File: config.mk
export PLATFORM = sky130hd
export DESIGN_NAME = rgb_to_hsv_converter_top
export DESIGN_NICKNAME = d
export VERILOG_FILES = /design/src/hdl/rhc_pkg.sv /design/src/hdl/rhc_front.sv /design/src/hdl/rhc_div_cell.sv /design/src/hdl/rgb_to_hsv_converter_top.sv
export SDC_FILE = /design/constraint.sdc
export NUM_CORES = 2
export LEC_CHECK = 0
export BUFFER_PORTS_ARGS = -buffer_cell sky130_fd_sc_hd__buf_2
export CAP_MARGIN = 20
export CORE_MARGIN = 8
export CORE_UTILIZATION = 55
export CTS_BUF_LIST = sky130_fd_sc_hd__clkbuf_2
export DETAILED_ROUTE_END_ITERATION = 7
export GPL_ROUTABILITY_DRIVEN = 1
export GPL_TIMING_DRIVEN = 0
export PLACE_DENSITY = 0.8
export SLEW_MARGIN = 25
export SYNTH_ARGS = -nofsm -noshare
export SYNTH_HDL_FRONTEND = slang
export SYNTH_SLANG_ARGS = --single-unit
File: constraint.sdc
create_clock -name aclk -period 157.9 [get_ports aclk]
set_clock_uncertainty 0.15 [all_clocks]
set_input_delay 0 -clock aclk [delete_from_list [all_inputs] [get_ports aclk]]
set_output_delay 0 -clock aclk [all_outputs]
set_load 0.02 [all_outputs]
File: src/hdl/rhc_pkg.sv
// ----------------------------------------------------------------------------
// rhc_pkg
// Types and constants shared by the RGB to HSV converter modules.
// ----------------------------------------------------------------------------
package rhc_pkg;

    localparam int RemW   = 36;   // dividend / remainder width
    localparam int DivW   = 20;   // divisor width
    localparam int QuoW   = 16;   // quotient width
    localparam int NLanes = 3;    // hue, saturation, brightness

    localparam logic [1:0] FmtFull8  = 2'd0;
    localparam logic [1:0] FmtDeg8   = 2'd1;
    localparam logic [1:0] FmtFull16 = 2'd2;
    localparam logic [1:0] FmtUnused = 2'd3;   // behaves as FmtFull8

    localparam int LaneHue = 0;
    localparam int LaneSat = 1;
    localparam int LaneVal = 2;

    typedef struct packed {
        logic [15:0] red;
        logic [15:0] green;
        logic [15:0] blue;
    } pix_in_t;

    typedef struct packed {
        logic [15:0] hue;
        logic [15:0] saturation;
        logic [15:0] brightness;
    } pix_out_t;

    // one division in flight
    typedef struct packed {
        logic [RemW-1:0] rem;
        logic [DivW-1:0] div;
        logic [QuoW-1:0] quo;
    } lane_t;

endpackage

File: src/hdl/rhc_front.sv
// ----------------------------------------------------------------------------
// rhc_front
// Clamp, max/min, sector position, then dividends and divisors for the
// hue and saturation divisions; brightness is scaled here. Two register stages.
// ----------------------------------------------------------------------------
module rhc_front import rhc_pkg::*; (
    input  logic        aclk,
    input  logic        aresetn,
    input  logic        en,
    input  logic [1:0]  fmt,
    input  logic        in_valid,
    input  pix_in_t     in_pix,
    output logic        out_valid,
    output lane_t       out_lanes [NLanes]
);

    logic        valid_a_reg;
    logic [15:0] top_a_reg, rng_a_reg, maxsv_a_reg;
    logic [18:0] pos_a_reg;
    logic        deg_a_reg;
    logic        valid_b_reg;
    lane_t       lanes_b_reg [NLanes];

    logic [15:0] r, g, b, top, bot, rng, maxsv;
    logic [18:0] pos;
    logic        deg, is8;
    logic [15:0] vscaled, bright;

    always_comb begin
        deg    = (fmt == FmtDeg8);
        is8    = (fmt != FmtFull16);
        maxsv  = deg ? 16'd100 : (is8 ? 16'd255 : 16'd65535);
        r = (is8 && in_pix.red   > 16'd255) ? 16'd255 : in_pix.red;
        g = (is8 && in_pix.green > 16'd255) ? 16'd255 : in_pix.green;
        b = (is8 && in_pix.blue  > 16'd255) ? 16'd255 : in_pix.blue;
        top = r;
        if (g > top) top = g;
        if (b > top) top = b;
        bot = r;
        if (g < bot) bot = g;
        if (b < bot) bot = b;
        rng = top - bot;
        // first matching (top, bottom) pair picks the sector
        if (top == r && bot == b) begin
            pos = 19'(g - bot);
        end else if (top == g && bot == b) begin
            pos = 19'(top - r) + 19'(rng);
        end else if (top == g && bot == r) begin
            pos = 19'(b - bot) + 19'(rng) * 19'd2;
        end else if (top == b && bot == r) begin
            pos = 19'(top - g) + 19'(rng) * 19'd3;
        end else if (top == b && bot == g) begin
            pos = 19'(r - bot) + 19'(rng) * 19'd4;
        end else begin
            pos = 19'(top - b) + 19'(rng) * 19'd5;
        end
    end

    // brightness: rounding to full scale gives top back unchanged;
    // percent needs (top * 100 + 127) / 255, done as a reciprocal
    always_comb begin
        vscaled = 16'(top_a_reg * 16'd100) + 16'd127;
        bright  = deg_a_reg ? 16'((vscaled + (vscaled >> 8) + 16'd1) >> 8) : top_a_reg;
    end

    always_ff @(posedge aclk) begin
        if (!aresetn) begin
            valid_a_reg <= 1'b0;
            valid_b_reg <= 1'b0;
        end else if (en) begin
            valid_a_reg <= in_valid;
            valid_b_reg <= valid_a_reg;
        end
    end

    always_ff @(posedge aclk) begin
        if (en) begin
            top_a_reg    <= top;
            rng_a_reg    <= rng;
            pos_a_reg    <= pos;
            deg_a_reg    <= deg;
            maxsv_a_reg  <= maxsv;
        end
    end

    always_ff @(posedge aclk) begin
        if (en) begin
            if (rng_a_reg == 16'd0) begin
                // grey: force zero hue and saturation, keep divisors nonzero
                lanes_b_reg[LaneHue].rem <= '0;
                lanes_b_reg[LaneHue].div <= DivW'(6);
                lanes_b_reg[LaneSat].rem <= '0;
                lanes_b_reg[LaneSat].div <= DivW'(1);
            end else begin
                lanes_b_reg[LaneHue].rem <= deg_a_reg
                    ? RemW'(RemW'(pos_a_reg) * RemW'(360))
                    : RemW'(pos_a_reg) << 16;
                lanes_b_reg[LaneHue].div <= DivW'(rng_a_reg) * DivW'(6);
                lanes_b_reg[LaneSat].rem <= RemW'(32'(rng_a_reg) * 32'(maxsv_a_reg))
                    + RemW'(top_a_reg >> 1);
                lanes_b_reg[LaneSat].div <= DivW'(top_a_reg);
            end
            lanes_b_reg[LaneHue].quo <= '0;
            lanes_b_reg[LaneSat].quo <= '0;
            // finished value rides the chain: zero remainder never subtracts
            lanes_b_reg[LaneVal].rem <= '0;
            lanes_b_reg[LaneVal].div <= DivW'(1);
            lanes_b_reg[LaneVal].quo <= bright;
        end
    end

    assign out_valid = valid_b_reg;
    assign out_lanes = lanes_b_reg;

endmodule

File: src/hdl/rhc_div_cell.sv
// ----------------------------------------------------------------------------
// rhc_div_cell
// One restoring-division step for each lane: settles quotient bit STEP.
// ----------------------------------------------------------------------------
module rhc_div_cell import rhc_pkg::*; #(
    parameter int STEP = 0
) (
    input  logic   aclk,
    input  logic   aresetn,
    input  logic   en,
    input  logic   in_valid,
    input  lane_t  in_lanes  [NLanes],
    output logic   out_valid,
    output lane_t  out_lanes [NLanes]
);

    logic  valid_reg;
    lane_t lanes_reg  [NLanes];
    lane_t lanes_next [NLanes];

    always_comb begin
        for (int i = 0; i < NLanes; i++) begin
            lanes_next[i] = in_lanes[i];
            if (in_lanes[i].rem >= (RemW'(in_lanes[i].div) << STEP)) begin
                lanes_next[i].rem = in_lanes[i].rem - (RemW'(in_lanes[i].div) << STEP);
                lanes_next[i].quo = in_lanes[i].quo | (QuoW'(1) << STEP);
            end
        end
    end

    always_ff @(posedge aclk) begin
        if (!aresetn) begin
            valid_reg <= 1'b0;
        end else if (en) begin
            valid_reg <= in_valid;
        end
    end

    always_ff @(posedge aclk) begin
        if (en) begin
            lanes_reg <= lanes_next;
        end
    end

    assign out_valid = valid_reg;
    assign out_lanes = lanes_reg;

endmodule

File: src/hdl/rgb_to_hsv_converter_top.sv
// ----------------------------------------------------------------------------
// rgb_to_hsv_converter_top
// RGB pixel in, integer hue / saturation / brightness out.
// ----------------------------------------------------------------------------
// Input word s_data (red, green, blue) is taken when s_valid and s_ready are
// high; the result word m_data (hue, saturation, brightness) leaves when
// m_valid and m_ready are high. cfg_we writes cfg_wdata into the format
// register (0: 16-bit hue, 8-bit S/V; 1: degrees / percent; 2: all 16-bit);
// write it only while no pixel is in flight.
// There are two prep stages, then a chain of 16 divider cells,
// one quotient bit per cell, for the hue and saturation divisions;
// brightness is scaled in the prep stages and rides along the chain.
// Throughput is one pixel per cycle unless the receiver stalls. The whole
// pipeline moves on a common enable, so when the receiver stalls with a word at
// the output every stage holds and s_ready drops in the same cycle.
// Reset clears all valid flags and sets the format to 0.
// ----------------------------------------------------------------------------
module rgb_to_hsv_converter_top import rhc_pkg::*; (
    input  logic       aclk,
    input  logic       aresetn,
    input  logic       cfg_we,
    input  logic [1:0] cfg_wdata,
    input  logic       s_valid,
    output logic       s_ready,
    input  pix_in_t    s_data,
    output logic       m_valid,
    input  logic       m_ready,
    output pix_out_t   m_data
);

    logic [1:0] fmt_reg;
    logic       en;
    logic       valid_s [QuoW+1];
    lane_t      lanes_s [QuoW+1][NLanes];

    always_ff @(posedge aclk) begin
        if (!aresetn) begin
            fmt_reg <= FmtFull8;
        end else if (cfg_we) begin
            fmt_reg <= cfg_wdata;
        end
    end

    assign en      = m_ready || !m_valid;
    assign s_ready = en;

    rhc_front u_front (
        .aclk      (aclk),
        .aresetn   (aresetn),
        .en        (en),
        .fmt       (fmt_reg),
        .in_valid  (s_valid),
        .in_pix    (s_data),
        .out_valid (valid_s[0]),
        .out_lanes (lanes_s[0])
    );

    // cell k settles quotient bit QuoW-1-k
    for (genvar k = 0; k < QuoW; k++) begin : g_cell
        rhc_div_cell #(.STEP(QuoW - 1 - k)) u_cell (
            .aclk      (aclk),
            .aresetn   (aresetn),
            .en        (en),
            .in_valid  (valid_s[k]),
            .in_lanes  (lanes_s[k]),
            .out_valid (valid_s[k+1]),
            .out_lanes (lanes_s[k+1])
        );
    end

    assign m_valid           = valid_s[QuoW];
    assign m_data.hue        = lanes_s[QuoW][LaneHue].quo;
    assign m_data.saturation = lanes_s[QuoW][LaneSat].quo;
    assign m_data.brightness = lanes_s[QuoW][LaneVal].quo;

endmodule

Word level (Yosys, flattened, before mapping)
Index checks and enable logic that the tools add are counted.
{ "totals": {"in_bits": 55, "wordCells": 348, "ff_bits": 2664, "out_inout_bits": 50} }
{ "op_classes": {"n_reduce_logical": 13, "multipliers": 6, "mux": 45, "bitwise": 1, "n_addsub": 46, "magnitude_cmp": 39, "eq_ne": 8} }
{ "op_table": {"columns": ["cell", "n"], "rows": [
  ["36-bit 2-to-1 mux", 30],
  ["16-bit 2-to-1 mux", 8],
  ["16-bit by 16-bit subtractor with 17-bit output", 6],
  ["16-bit == test", 6],
  ["19-bit 2-to-1 mux", 5],
  ["36-bit by 20-bit greater-or-equal comparator with 1-bit output", 2],
  ["36-bit by 21-bit greater-or-equal comparator with 1-bit output", 2],
  ["36-bit by 22-bit greater-or-equal comparator with 1-bit output", 2],
  ["36-bit by 23-bit greater-or-equal comparator with 1-bit output", 2],
  ["36-bit by 24-bit greater-or-equal comparator with 1-bit output", 2],
  ["36-bit by 25-bit greater-or-equal comparator with 1-bit output", 2],
  ["36-bit by 26-bit greater-or-equal comparator with 1-bit output", 2],
  ["36-bit by 27-bit greater-or-equal comparator with 1-bit output", 2],
  ["36-bit by 28-bit greater-or-equal comparator with 1-bit output", 2],
  ["36-bit by 29-bit greater-or-equal comparator with 1-bit output", 2],
  ["36-bit by 30-bit greater-or-equal comparator with 1-bit output", 2],
  ["36-bit by 31-bit greater-or-equal comparator with 1-bit output", 2],
  ["36-bit by 32-bit greater-or-equal comparator with 1-bit output", 2],
  ["36-bit by 33-bit greater-or-equal comparator with 1-bit output", 2],
  ["36-bit by 34-bit greater-or-equal comparator with 1-bit output", 2],
  ["36-bit by 35-bit greater-or-equal comparator with 1-bit output", 2],
  ["36-bit by 21-bit subtractor with 36-bit output", 2],
  ["36-bit by 22-bit subtractor with 36-bit output", 2],
  ["36-bit by 23-bit subtractor with 36-bit output", 2],
  ["other kinds (39)", 65]
]} }

Logic depth before layout (Yosys ltp)
{ "logic_depth": {"depth_word": 15, "mapped_depth": 62, "ltp_nobuf": 56} }

By module
From an unflattened synthesis, not the netlist that was laid out.
{ "unflattened": {"hier_cells": 18455, "area_unflattened_um2": 208992.9} }
{ "by_module_without_submodules": {"columns": ["mod", "cells_each", "area_per_inst_um2", "n_inst"], "rows": [
  ["rhc_front", 3424, 30224.0, 1],
  ["rhc_div_cell (g_cell[12].u_cell)", 1050, 11925.2, 1],
  ["rhc_div_cell (g_cell[15].u_cell)", 1020, 11658.7, 1],
  ["rhc_div_cell (g_cell[13].u_cell)", 1007, 11583.6, 1],
  ["rhc_div_cell (g_cell[11].u_cell)", 987, 11507.3, 1],
  ["rhc_div_cell (g_cell[14].u_cell)", 975, 11407.2, 1],
  ["rhc_div_cell (g_cell[10].u_cell)", 983, 11390.9, 1],
  ["rhc_div_cell (g_cell[9].u_cell)", 940, 11163.2, 1],
  ["rhc_div_cell (g_cell[7].u_cell)", 945, 11126.9, 1],
  ["rhc_div_cell (g_cell[8].u_cell)", 942, 11116.9, 1],
  ["rhc_div_cell (g_cell[4].u_cell)", 916, 10976.8, 1],
  ["rhc_div_cell (g_cell[6].u_cell)", 889, 10928.0, 1],
  ["rhc_div_cell (g_cell[3].u_cell)", 897, 10919.2, 1],
  ["rhc_div_cell (g_cell[0].u_cell)", 877, 10852.9, 1],
  ["4 more rows", null, null, null]
]} }

Least setup slack after synthesis
No wires, ideal clock.
{ "synth_path": {"path_kind": "register to register", "startpoint": "register g_cell[15].u_cell.valid_reg", "endpoint": "register g_cell[0].u_cell.lanes_reg, in the netlist g_cell[0].u_cell.out_lanes[0], enable pin", "path_slack_ps": 92908, "arrival_time_ps": 61357, "n_path_buf": 2, "setup_time_ps": 3485, "t_required_ps": 154265, "stages_incl_launch_ff": 5, "cell_sequence": "dfxtp_1 nor2b_1 clkbuf_1 clkinv_1 clkbuf_1"} }
{ "synth_via": {"elab_chain_cells": 2} }
{ "synth_lines": {"columns": ["item", "line_no", "source"], "rows": [
  ["start, declared", "rhc_div_cell.sv:17", "logic valid_reg;"],
  ["start signal, assigned", "rhc_div_cell.sv:35", "valid_reg <= in_valid;"],
  ["1-bit zero test", "rgb_to_hsv_converter_top.sv:44", "assign en = m_ready || !m_valid;"],
  ["1-bit logical OR", "rgb_to_hsv_converter_top.sv:44", null],
  ["net s_ready", "rgb_to_hsv_converter_top.sv:24", "output logic s_ready,"],
  ["end signal, assigned", "rhc_div_cell.sv:41", "lanes_reg <= lanes_next;"],
  ["end, declared", "rhc_div_cell.sv:18", "lane_t lanes_reg [NLanes];"]
]} }
The timed path passes the listed nets, and every way through them passes these cells.
A chain may end at the register's enable or synchronous reset.

Final worst setup path
{ "layout_path": {"startpoint": "register fmt_reg[0]", "endpoint": "register u_front.pos_a_reg[18], data pin"} }
{ "layout_via": {"elab_chain_cells": 15, "word_cells_on_any_way": 45, "classes_between": "12 x add/sub; 2 x mul; 4 x order compare; 7 x eq/ne; 12 x mux; 8 x reduce/logical"} }
{ "layout_lines": {"columns": ["item", "line_no", "source"], "rows": [
  ["start, declared", "rgb_to_hsv_converter_top.sv:31", "logic [1:0] fmt_reg;"],
  ["start signal, assigned", "rgb_to_hsv_converter_top.sv:38", "fmt_reg <= FmtFull8;"],
  ["start signal, assigned", "rgb_to_hsv_converter_top.sv:40", "fmt_reg <= cfg_wdata;"],
  ["2-bit != test (*)", "rhc_front.sv:31", "is8 = (fmt != FmtFull16);"],
  ["1-bit logical AND, on equally long branches", "rhc_front.sv:34, rhc_front.sv:33", null],
  ["16-bit 2-to-1 mux, on equally long branches", "rhc_front.sv:34, rhc_front.sv:33", null],
  ["16-bit greater-than comparator", "rhc_front.sv:37", "if (g > top) top = g;"],
  ["16-bit 2-to-1 mux", "rhc_front.sv:37", null],
  ["16-bit greater-than comparator", "rhc_front.sv:38", "if (b > top) top = b;"],
  ["16-bit 2-to-1 mux (*)", "rhc_front.sv:38", null],
  ["net u_front.top[0]", "rhc_front.sv:24", "logic [15:0] r, g, b, top, bot, rng, maxsv;"],
  ["[1 not listed]", null, null],
  ["net u_front.rng[8]", "rhc_front.sv:24", null],
  ["16-bit by 3-bit multiplier with 19-bit output", "rhc_front.sv:55", "pos = 19'(top - b) + 19'(rng) * 19'd5;"],
  ["19-bit adder", "rhc_front.sv:55", null],
  ["19-bit 2-to-1 mux", "rhc_front.sv:52", "end else if (top == b && bot == g) begin"],
  ["19-bit 2-to-1 mux", "rhc_front.sv:50", "end else if (top == b && bot == r) begin"],
  ["19-bit 2-to-1 mux", "rhc_front.sv:48", "end else if (top == g && bot == r) begin"],
  ["19-bit 2-to-1 mux (*)", "rhc_front.sv:46", "end else if (top == g && bot == b) begin"],
  ["19-bit 2-to-1 mux (*)", "rhc_front.sv:44", "if (top == r && bot == b) begin"],
  ["net u_front.pos[18]", "rhc_front.sv:25", "logic [18:0] pos;"],
  ["end signal, assigned", "rhc_front.sv:80", "pos_a_reg <= pos;"],
  ["end, declared", "rhc_front.sv:19", "logic [18:0] pos_a_reg;"]
]} }
Mark *: on every way through the listed nets, which the timed path passes. The rest lies on a longest branch.

==> summary.md <==
| Metric | Value |
|---|---|
| Sequential area share after synthesis | `a little over half` |
| # rows | `between 150 and 200` |
| Wire per inst | `roughly 19 um` |
| Drc violations | `0` |
| Placed Instance Area | `roughly 130000 um2` |
| Ys async rst share | `0%` |
| Max H-tree Level | `6` |
| First-pass GRT wire length | `between 400 and 500 mm` |
| WP data arrival | `20.26 ns` |
| Post-Route WL | `~300 mm` |
| Worst slew margin | `16.47%` |
| Starting Density | `55.38%` |
| Slowest-stage cell, CP | `dlygate4sd3_1` |
| Main synth FF type | `edfxtp_1` |
| Vias in the first global route | `between 90000 and 100k` |
| Number of max-cap violations | `0` |
| Tmin final | `about 19 ns` |
| Final setup vio count | `0` |
| Die Span Y | `between 500 and 600 um` |
| CP required | `roughly 160 ns` |
| Share of cells above drive strength 1 | `about a tenth` |
| Vias | `86956` |
| DR iter-0 viols | `5205` |
| Post-Syn Area | `about 130000 um2` |
| Startpoint types | `flop` |
| Core Area | `between 200000 and 250000 um2` |
| Grt ovf | `0` |
| Reg clk slew, reported paths | `~0.1 ns` |
| Number of synthesized flops with an enable pin | `2243` |
| Bufs on Longest Clock Path | `4` |
| Input/output buffers | `roughly 100` |
| Mapped Cells | `approximately 11000` |
| Skew-Pair Late Insertion Delay | `between 1.5 and 2 ns` |
| FF/Latch Area | `approximately 68000 um2` |
| Gr usage total | `roughly a quarter` |
| DR pass1 iterations | `8` |
| Gp weighted congestion | `0.9760` |
| CP dominant cell by count | `dlygate4sd3_1` |
| CP Capture Type | `flop` |
| Pins over their slew limit | `0` |
| CP startpoint | `fmt_reg[0]$_SDFFE_PN0P_` |
| Via-per-instance ratio | `around 5.5` |
| Multi-input logic area | `54660 um2` |
| Clk root buf | `clkbuf_2` |
| Nets | `about 14000` |
| Max Freq | `53.02 MHz` |
| CTS Sinks | `between 2000 and 2500` |
| Pin count of the biggest net entering global routing | `60` |
| Post-synth cell types | `roughly 110` |
| Reg-to-reg startpoint | `fmt_reg[0]$_SDFFE_PN0P_` |
| Net Count, Synth | `12676` |
| CTS tree | `done` |
| Worst-Margin Slew | `1.253 ns` |
| Status | `complete, no violations` |
| YS warnings | `0` |
| Detailed Place HPWL | `229.4 mm` |
| CTS Buf Count | `582` |
| Post-route cell area | `about 140000 um2` |
| Fill cells | `18094` |
| Final hold viol count | `0` |
| Seq cells post-synth | `roughly 2300` |
| Remaining antenna violation count | `0` |
| Max reg flops | `just over 2000` |
| Setup TNS | `0 ns` |
| Synth-to-Final Area Change | `10.60%` |
| Die Width | `~500 um` |
| Crit path kind | `flop to flop` |
| Hold Crit Start | `g_cell[2].u_cell.out_lanes[185]$_DFFE_PP_` |
| Period utilization | `about an eighth` |
| Syn Area/Cell | `around 11 um2` |
| HP Class | `flop to flop` |
| Die ar. | `about 250000 um2` |
| CP peak stage delay | `0.73 ns` |
| RSZ-0062 raised after global routing | `false` |
| # IOs | `between 100 and 150` |
| CP max FO | `10` |
| Initial antenna violation count | `4` |
## through the flow
stage | cells | utilization (%) | setup slack, ns | hold WS, ns
after CTS | 15844 | 61.23 | 139.58 | 0.03485
after global routing | 15850 | 61.24 | 138.42 | 0.1603
after detailed placement | 14604 | 57.86 | 142.07 | 0.1228
final | 15855 | 61.25 | 139.04 | 0.1739
after global placement | 14548 | 57.28 | 70.91 | 0.1130
after floorplan | 11313 | - | 92.91 | -0.002576
## path summary, 6_finish.rpt
kind                                                    end  cells past startpoint  slack [ns]
setup reg to reg            u_front.pos_a_reg[18]$_DFFE_PP_                     66      139.04
hold / removal    g_cell[3].u_cell.out_lanes[185]$_DFFE_PP_                      0        0.17
hold reg to reg   g_cell[3].u_cell.out_lanes[185]$_DFFE_PP_                      0        0.17
setup / recovery            u_front.pos_a_reg[18]$_DFFE_PP_                     66      139.04
## synth_stat cells, drive strengths merged, types with 7 or more instances
cell	n	area share, %
edfxtp	2243	52
inv	1583	4.6
ha	1006	9.8
nand2	788	2.3
nor2	783	2.3
a21oi	664	2.6
o21ai	623	2.4
xnor2	516	3.5
fa	302	4.7
xor2	271	1.8
a21o	240	1.4
a21boi	227	1.3
nor3	186	0.73
nand2b	159	0.77
clkbuf	153	0.45
nor4	142	0.70
o31ai	132	0.78
nor2b	131	0.64
nand3	128	0.50
nand4	122	0.59
o21bai	67	0.39
or3	66	0.32
and2	62	0.30
o21a	61	0.36
mux2	56	0.49
o211ai	50	0.30
and3	48	0.24
or4	46	0.27
a211oi	45	0.27
nand3b	40	0.23
or2	39	0.19
mux2i	35	0.27
a31oi	29	0.14
nand4b	29	0.20
nor4b	25	0.17
buf	20	0.077
dfxtp	20	0.31
a2111oi	19	0.17
a221oi	14	0.095
and4	14	0.095
a31o	11	0.075
a211o	7	0.048
nor3b	7	0.041
## critical path: cells and delay by family, from the launching register on
family                     cells  cell delay [ns]
and+or+nand+nor                8             1.82
xor gates and xnor gates       2             0.26
adders and majority gates      7             2.42
buffers and inverters         21             7.80
AOI/OAI and AO/OA             28             5.67
DFF                            1             0.33
## area by class of cell
| class | instances | share of cell area, % |
|---|---|---|
| timing repair buffer | 425 | 3.085 |
| sequential | 2263 | 47.53 |
| antenna | 11 | 0.01931 |
| tap | 3132 | 2.749 |
| inverter | 1585 | 4.173 |
| clock inverter | 172 | 0.8154 |
| buffer | 173 | 0.4757 |
| multi-input combinational | 7292 | 38.34 |
| clock buffer | 802 | 2.816 |
## metal layers
metal / share of wire (%) / vias up / routed length [um] / GRT usage, %
met5: 0 / - / 0 / 0
met4: 6.9 / 0 / 20590 / 15.26
met3: 4.2 / 929 / 12530 / 3.879
met2: 52 / 2410 / 154300 / 43.35
met1: 37 / 41073 / 109700 / 24.10
li1: - / 42544 / - / -
## layout by cell type (no fill, tap or decap), types with 35 or more instances in the layout
cell type	Yosys	final
a211oi_1	43	43
a21boi_0	225	225
a21o_1	240	240
a21oi_1	660	651
and2_1	61	61
and3_1	47	47
buf_2	7	111
clkbuf_1	152	151
clkbuf_2	1	803
clkinv_1	2	116
dlygate4sd3_1	0	266
edfxtp_1	2243	2243
fa_1	302	302
ha_1	1006	1006
inv_1	1577	1577
mux2_2	56	56
mux2i_1	35	35
nand2_1	786	786
nand2b_1	158	158
nand3_1	127	127
nand3b_1	40	40
nand4_1	122	122
nor2_1	781	781
nor2b_1	131	131
nor3_1	184	183
nor4_1	140	139
o211ai_1	49	49
o21a_1	59	59
o21ai_0	616	611
o21bai_1	67	67
o31ai_1	130	130
or3_1	66	66
or4_1	44	44
xnor2_1	515	507
xor2_1	271	270
## logic make-up after synthesis
kind of cell	synth area share (%)
buffers and inverters	5.139
adders and majority gates	14.50
DFF	52.56
muxes	0.7610
xor gates and xnor gates	5.362
and+or+nand+nor	10.71
AOI/OAI and AO/OA	10.97
## what timing repair did
item                                   CTS  global route
hold buffers                           266             0
gates resized for setup                  0             0
buffers inserted                         0             0
endpoints found under the hold margin  641             0
Power is left out: the tool's default activity adds up to more than one toggle a clock period on the data nets, which glitch-free logic cannot reach.
